==> src/ppc_pkg.sv <==
package ppc_pkg;
  localparam int NATTR = 6;
  localparam int TONE = 30;
  localparam int SHADE_W = 16;
  // binary point of positions and texture coordinates
  localparam int FRAC_BITS = 16;
  localparam int CFG_IDX_W = 2;
  localparam logic [CFG_IDX_W-1:0] REG_NX = 2'd0;
  localparam logic [CFG_IDX_W-1:0] REG_NY = 2'd1;
  localparam logic [CFG_IDX_W-1:0] REG_NZ = 2'd2;
  localparam logic [CFG_IDX_W-1:0] REG_OFF = 2'd3;

  // controller to datapath commands
  typedef struct packed {
    logic load_in;      // capture input beat
    logic dot_start;    // start the dot product of the current vertex
    logic div_start;
    logic [1:0] edge_sel; // 0 (cur,prev) 1 (first,cur)
    logic interp_start;
    logic commit;       // update prev from current
    logic first_load;   // update first from current
  } ppc_cmd_t;

  typedef struct packed {
    logic dot_done;
    logic div_done;
    logic interp_done;
    logic cur_inside;
  } ppc_sts_t;

  localparam logic [1:0] EDGE_CP = 2'd0;
  localparam logic [1:0] EDGE_FC = 2'd1;

  // output source selects
  localparam logic [1:0] OSRC_CUR = 2'd0;
  localparam logic [1:0] OSRC_FIRST = 2'd1;
  localparam logic [1:0] OSRC_ISECT = 2'd2;
  localparam logic [1:0] OSRC_MARK = 2'd3;
endpackage

==> src/ppc_ctrl.sv <==
module ppc_ctrl (
  input  logic clk,
  input  logic rst_n,
  input  logic in_fire,
  input  logic in_last,
  input  logic out_free,
  input  ppc_pkg::ppc_sts_t sts,
  output ppc_pkg::ppc_cmd_t cmd,
  output logic in_rdy,
  output logic emit,
  output logic [1:0] osrc,
  output logic o_vld,
  output logic o_isect,
  output logic o_end
);
  import ppc_pkg::*;
  localparam logic [3:0] S_IDLE = 4'd0, S_DOT = 4'd1, S_DOTW = 4'd2, S_DECIDE = 4'd3,
    S_DIV1 = 4'd4, S_INT1 = 4'd5, S_EMI1 = 4'd6, S_EMC = 4'd7, S_NEXT = 4'd8,
    S_DIV2 = 4'd9, S_INT2 = 4'd10, S_EMI2 = 4'd11, S_EMF = 4'd12, S_FIN = 4'd13;

  logic [3:0] st_r, st_nxt;
  logic inpoly_r, pin_r, fin_r, last_r;
  logic inpoly_nxt, pin_nxt, fin_nxt, last_nxt;
  logic ins;

  always_ff @(posedge clk) begin
    if (!rst_n) begin
      st_r <= S_IDLE; inpoly_r <= 1'b0; pin_r <= 1'b0; fin_r <= 1'b0;
      last_r <= 1'b0;
    end else begin
      st_r <= st_nxt; inpoly_r <= inpoly_nxt; pin_r <= pin_nxt; fin_r <= fin_nxt;
      last_r <= last_nxt;
    end
  end

  assign ins = sts.cur_inside;

  always_comb begin
    st_nxt = st_r; inpoly_nxt = inpoly_r; pin_nxt = pin_r; fin_nxt = fin_r;
    last_nxt = last_r;
    cmd = '0; in_rdy = 1'b0; emit = 1'b0; osrc = OSRC_CUR;
    o_vld = 1'b1; o_isect = 1'b0; o_end = 1'b0;
    case (st_r)
      S_IDLE: begin
        in_rdy = 1'b1;
        if (in_fire) begin
          cmd.load_in = 1'b1; last_nxt = in_last; st_nxt = S_DOT;
        end
      end
      S_DOT: begin
        cmd.dot_start = 1'b1; st_nxt = S_DOTW;
      end
      S_DOTW: if (sts.dot_done) st_nxt = S_DECIDE;
      S_DECIDE: begin
        if (!inpoly_r) begin
          // first vertex; a lone final vertex leaves the polygon closed
          cmd.first_load = 1'b1; cmd.commit = 1'b1;
          fin_nxt = ins; pin_nxt = ins; inpoly_nxt = !last_r;
          if (!last_r) st_nxt = S_IDLE;
          else if (ins) st_nxt = S_EMC;
          else st_nxt = S_FIN;
        end else if (pin_r != ins) begin
          cmd.div_start = 1'b1; cmd.edge_sel = EDGE_CP; st_nxt = S_DIV1;
        end else st_nxt = S_EMC;
      end
      S_DIV1: if (sts.div_done) begin
        cmd.interp_start = 1'b1; st_nxt = S_INT1;
      end
      S_INT1: if (sts.interp_done) st_nxt = S_EMI1;
      S_EMI1: begin
        // last beat when nothing follows on the closing edge
        osrc = OSRC_ISECT; o_isect = 1'b1;
        o_end = last_r && !ins && !fin_r;
        if (out_free) begin
          emit = 1'b1;
          if (o_end) begin
            inpoly_nxt = 1'b0; st_nxt = S_IDLE;
          end else st_nxt = S_EMC;
        end
      end
      S_EMC: begin
        if (ins) begin
          o_end = !inpoly_r;
          if (out_free) begin
            emit = 1'b1; st_nxt = inpoly_r ? S_NEXT : S_IDLE;
          end
        end else st_nxt = S_NEXT;
      end
      S_NEXT: begin
        // after current vertex: handle closing edge or commit
        if (!last_r) begin
          cmd.commit = 1'b1; pin_nxt = ins; st_nxt = S_IDLE;
        end else if (ins != fin_r) begin
          cmd.div_start = 1'b1; cmd.edge_sel = EDGE_FC; st_nxt = S_DIV2;
        end else if (fin_r) st_nxt = S_EMF;
        else st_nxt = S_FIN;
      end
      S_DIV2: if (sts.div_done) begin
        cmd.interp_start = 1'b1; st_nxt = S_INT2;
      end
      S_INT2: if (sts.interp_done) st_nxt = S_EMI2;
      S_EMI2: begin
        osrc = OSRC_ISECT; o_isect = 1'b1; o_end = !fin_r;
        if (out_free) begin
          emit = 1'b1;
          if (fin_r) st_nxt = S_EMF;
          else begin
            inpoly_nxt = 1'b0; st_nxt = S_IDLE;
          end
        end
      end
      S_EMF: begin
        osrc = OSRC_FIRST; o_end = 1'b1;
        if (out_free) begin
          emit = 1'b1; inpoly_nxt = 1'b0; st_nxt = S_IDLE;
        end
      end
      S_FIN: begin
        // final step gave nothing: marker beat
        osrc = OSRC_MARK; o_vld = 1'b0; o_end = 1'b1;
        if (out_free) begin
          emit = 1'b1; inpoly_nxt = 1'b0; st_nxt = S_IDLE;
        end
      end
      default: st_nxt = S_IDLE;
    endcase
  end
endmodule

==> config.mk <==
export PLATFORM = sky130hd
export DESIGN_NAME = ppc_ctrl
export DESIGN_NICKNAME = d
export VERILOG_FILES = /design/src/ppc_pkg.sv /design/src/ppc_ctrl.sv
export SDC_FILE = /design/constraint.sdc
export NUM_CORES = 1
export LEC_CHECK = 0
export BUFFER_PORTS_ARGS = -buffer_cell sky130_fd_sc_hd__buf_2
export CAP_MARGIN = 20
export CORE_MARGIN = 2
export CORE_UTILIZATION = 50
export CTS_CLUSTER_SIZE = 28
export DETAILED_ROUTE_END_ITERATION = 16
export GPL_TIMING_DRIVEN = 0
export PLACE_DENSITY = 0.83
export SYNTH_ARGS = -nofsm -noshare
export SYNTH_HDL_FRONTEND = slang
export SYNTH_SLANG_ARGS = --single-unit
==> constraint.sdc <==
create_clock -name clk -period 3.6 [get_ports clk]
set_clock_uncertainty 0.2 [all_clocks]
set_input_delay 0.9 -clock clk [delete_from_list [all_inputs] [get_ports clk]]
set_output_delay 0.9 -clock clk [all_outputs]
set_load 0.01 [all_outputs]
Word-level counts from Yosys, hierarchy flattened
Index checks and enable logic that the tools add are counted.
Widths: inputs -> output; s select.

cells by class
  eq/ne operators = 29
  muxes and demuxes = 55
  bitwise operators = 1
  reductions and logical operators = 18

operators by type and width
  operator            count
  $mux 4              18
  $pmux 4 s13         1
  $eq 4x4->1 const B  6
  $ne 2x2->1 const B  12
  $mux 1              22
  $eq 4x3->1 const B  4
  $mux 3              5
  $reduce_and 10->1   1
  $eq 4x2->1 const B  2
  $pmux 1 s4          2
  $pmux 1 s2          3
  $pmux 2 s3          1
  $pmux 3 s2          1
  $reduce_and 6->1    1
  $reduce_or 2->1     3
  $eq 4x1->1 const B  1
  $logic_not 1->1     4
  $logic_not 4->1     1
  $mux 2              2
  $reduce_and 2->1    2
  $reduce_bool 4->1   1
  $reduce_or 4->1     1
  $ne 3x3->1 const B  1
  $reduce_and 3->1    1
  5 further kinds     7

word-level totals
  flip-flop bits (word level) = 8
  input port bits = 9
  output and inout bits = 15
  logic and storage cells = 108

Depth between registers and ports, before layout
  depth after elaboration = 6
  depth in mapped cells = 7
  depth with buffers taken out = 6

Worst setup path after synthesis
OpenSTA, ideal clock, no wires.

  path type = input to output
  start point = input sts[0] (netlist name)
  end point = output o_end
  data arrival time = 1.838 ns
  required time = 2.500 ns
  setup slack = 0.662 ns
  stages = 5
  path buffers = 1
  path through = buf_6 -> or3b_4 -> o21ai_0 -> a32oi_1 -> a21oi_1

on the way
  word-level cells in the longest chain between the ends = 4
  elaborated cells on any way between the ends = 5
  classes of those cells = 2 x mux; 3 x reduce/logical

RTL lines
  item                             line            RTL
  from (decl)                      ppc_ctrl.sv:7   input ppc_pkg::ppc_sts_t sts,
  $logic_not 1->1                  ppc_ctrl.sv:73  o_end = last_r && !ins && !fin_r;
  $logic_and 1x1->1 (2 in series)  ppc_ctrl.sv:73
  $pmux 1 s4 *                     ppc_ctrl.sv:43  case (st_r)
  to (decl)                        ppc_ctrl.sv:14  output logic o_end

Mark *: on every way between the ends. The rest lies on a longest branch, timed or not.

Worst setup path after layout
Ends and elaborated chain as after synthesis.

==> metrics.md <==
| Metric | Value |
|---|---|
| Max-cap viol count | 0 |
| Routed WL | 2430 µm |
| CTS tree | yes |
| Post-synth EDFFs | 0 |
| Max-slew violation count | 0 |
| Top_reg_cell synth | dfxtp_1 |
| Total power | 0.533 mW |
| Via count | 1026 |
| Share of layout cells above drive strength 1 | 0.253 |
| Fillers | 172 |
| Clock Latency Late Sink | 0.26 ns |
| Nets | 158 |
| Cell leakage power | 0.486 nW |
| Post-CTS Setup Repair Bufs | 0 |
| Initial antenna violation count | 0 |
| CTS Buf Count | 3 |
| Clk sinks | 8 |
| Worst hold slack | 0.332 ns |
| Multiplexer share of the synthesized area | 0.0559 |
| Clock Tree Buf Depth | 2 |
| Post-synthesis adder-cell area fraction | 0.0136 |
| Die H | 46.8 µm |
| DRC | 0 |
| Final min period | 3.17 ns |
| First-pass GRT wire length | 4110 µm |
| Cell area after synthesis | 917 µm² |
| Die Area | 2190 µm² |
| Worst R2R Start | st_r[0] |
| Reg clk slew, reported paths | 0.05 ns |
| Req. time, crit path | 2.50 ns |
| Clock Tree Root | clkbuf_4 |
| Post-DR wirelength/cell | 14.2 µm |
| Starting density of the core | 0.531 |
| Die span in x | 46.8 µm |
| Hold endpoint | fin_r |
| CP Capture Type | primary output |
| CP Cell Sequence | buf_2 > buf_6 > or3b_4 > o21ai_0 > a32oi_1 > a21oi_1 > buf_2 |
| Setup TNS Final | 0 ns |
| Crit path largest cell delay | 0.38 ns |
| Hold Path Depth | 2 |
| Critical Path Fanout Max | 10 |
| Inserted Diodes | 0 |
| Congestion Overflow GR | 0 |
| Seq/Total Area, Yosys | 0.175 |
| Post-Synthesis Cells | 122 |
| Ys async rst share | 0 |
| Crit Path Category | in -> out |
| Final period util | 0.881 |
| Synth Area in XOR/XNOR | 0.00955 |
| RR Endpoint | st_r[1] |
| Core footprint | 1730 µm² |
| Max VDD drop | 0.000333 V |
| CP dominant cell by count | buf_2 |
| Post-synthesis compound-gate area fraction | 0.224 |
| DR iter-0 viols | 43 |
| 1st-pass router iterations | 6 |
| RD Place Congestion | 0.918 |
| Library cells used by synthesis | 47 |
| P&R area growth vs syn | 17.3% |
| Largest family of logic cells by synthesized area | simple AND/OR/NAND/NOR gates |
| FF-to-FF setup slack | 1.49 ns |
| Post-Syn Area per Cell | 7.52 µm² |
| Slowest stage cell, crit path | or3b_4 |
| IO buf count | 21 |
| Hold crit path type | reg -> reg |
| Register bit total from synthesis | 8 |
| Cell area power density | 495 nW/µm² |
| Worst setup SP type | input pin |
| Row count | 15 |
| Yosys warning total | 0 |
| RSZ-0062 raised after global routing | no |
| Hold buffer count at CTS | 0 |
| Final setup vio count | 0 |
| Antenna Nets Post-Route | 0 |
| IO Pins | 24 |
| GRT Util Overall | 0.260 |
| Hold path start | fin_r |
| Htree depth | 1 |
| Worst Path Arrival | 2.07 ns |
| CTS resizes | 0 |
| Vias in the first global route | 872 |
| Syn Nets | 132 |
| Achievable Freq | 0.315 GHz |
| Final hold vios | 0 |
| Simple-gate share of the synthesized area | 0.398 |
| Via density | 6.00 |
| Status | completed |
| Largest net degree at the start of global routing | 11 |
| HPWL Detailed | 1860 µm |
| R2R cell count | 6 |
kinds of logic (layout without fill, tap and decap cells):
family / Yosys count / count (layout)
AND/OR/NAND/NOR: 59 / 59
AO/OA/AOI/OAI: 29 / 29
buffers and inverters: 18 / 42
flip-flops: 8 / 8
multiplexers: 5 / 5
adder cells (fa/ha/maj): 1 / 1
other: 1 / 1
XOR/XNOR: 1 / 1
registers in the layout, indices dropped and copies added, names as in the netlist:
| register | count |
|---|---|
| inpoly_r | 1 |
| last_r | 1 |
| st_r | 4 |
| fin_r | 1 |
| pin_r | 1 |
placed cells by master (no fill, tap or decap), types with 2 or more instances in the layout:
cell,synthesis,routed
inv_1,5,5
o21ai_0,5,5
nand2_1,6,6
nor2b_1,8,8
nand3_1,4,4
nor3b_1,5,5
buf_2,6,27
a21oi_1,5,5
and3b_1,3,3
clkbuf_4,0,3
dfxtp_1,8,8
mux2i_1,4,4
nor4bb_1,3,3
o21ai_1,4,4
nand3b_1,2,2
clkbuf_1,2,2
o22ai_1,2,2
buf_6,2,2
nor2_1,11,11
nand2b_1,6,6
and2_1,4,4
routing by layer:
layer,global-route usage,wire length [µm],part of all wire
met1,0.380,1010,0.42
met2,0.403,1240,0.51
met3,0.0192,151,0.062
met4,0.0889,26,0.011
met5,0,0,0
critical path: cells and delay by family:
family / cells / cell delay (ns)
buffers and inverters: 3 / 0.38
AO/OA/AOI/OAI: 3 / 0.41
AND/OR/NAND/NOR: 1 / 0.38
cell type report:
| type | count | area, µm² | area share |
|---|---|---|---|
| timing repair buffer | 21 | 105 | 0.0977 |
| clock buffer | 3 | 22.5 | 0.0209 |
| multi-input combinational | 96 | 647 | 0.601 |
| sequential | 8 | 160 | 0.149 |
| tap | 25 | 31.3 | 0.0291 |
| inverter | 5 | 18.8 | 0.0174 |
| buffer | 13 | 91.3 | 0.0849 |
worst max-delay path by stage:
stage / startpoint / depth (start not counted) / endpoint
2_1_floorplan: sts[0] / 5 / o_end
3_3_place_gp: sts[0] / 7 / o_end
3_5_place_dp: sts[0] / 7 / o_end
4_1_cts: sts[0] / 7 / o_end
5_1_grt: sts[0] / 7 / o_end
6_report: sts[0] / 7 / o_end
cell usage after synthesis (all sizes together), types with 2 or more instances:
cell | number | area (µm²)
a21oi | 5 | 25.0
and2 | 4 | 25.0
and3b | 3 | 26.3
buf | 11 | 83.8
clkbuf | 2 | 7.51
dfxtp | 8 | 160
inv | 5 | 18.8
mux2i | 4 | 40.0
nand2 | 6 | 22.5
nand2b | 6 | 37.5
nand3 | 4 | 20.0
nand3b | 2 | 15.0
nor2 | 11 | 41.3
nor2b | 8 | 50.1
nor3b | 5 | 37.5
nor4bb | 3 | 30.0
o21ai | 9 | 45.0
o22ai | 2 | 12.5
stage by stage:
step	setup slack (ns)	instance area, µm²	cells	util
floorplan	0.662	917	122	-
global placement	0.475	1050	168	0.610
detailed placement	0.464	1050	168	0.610
CTS	0.457	1080	171	0.623
global route	0.375	1080	171	0.623
finish	0.428	1080	171	0.623
report_power, final:
group          internal [mW]  switching [mW]  leakage, nW
logic                  0.136           0.206        0.407
clock network         0.0382          0.0318       0.0138
registers              0.107          0.0143       0.0653
(Power assumes the default switching activity.)
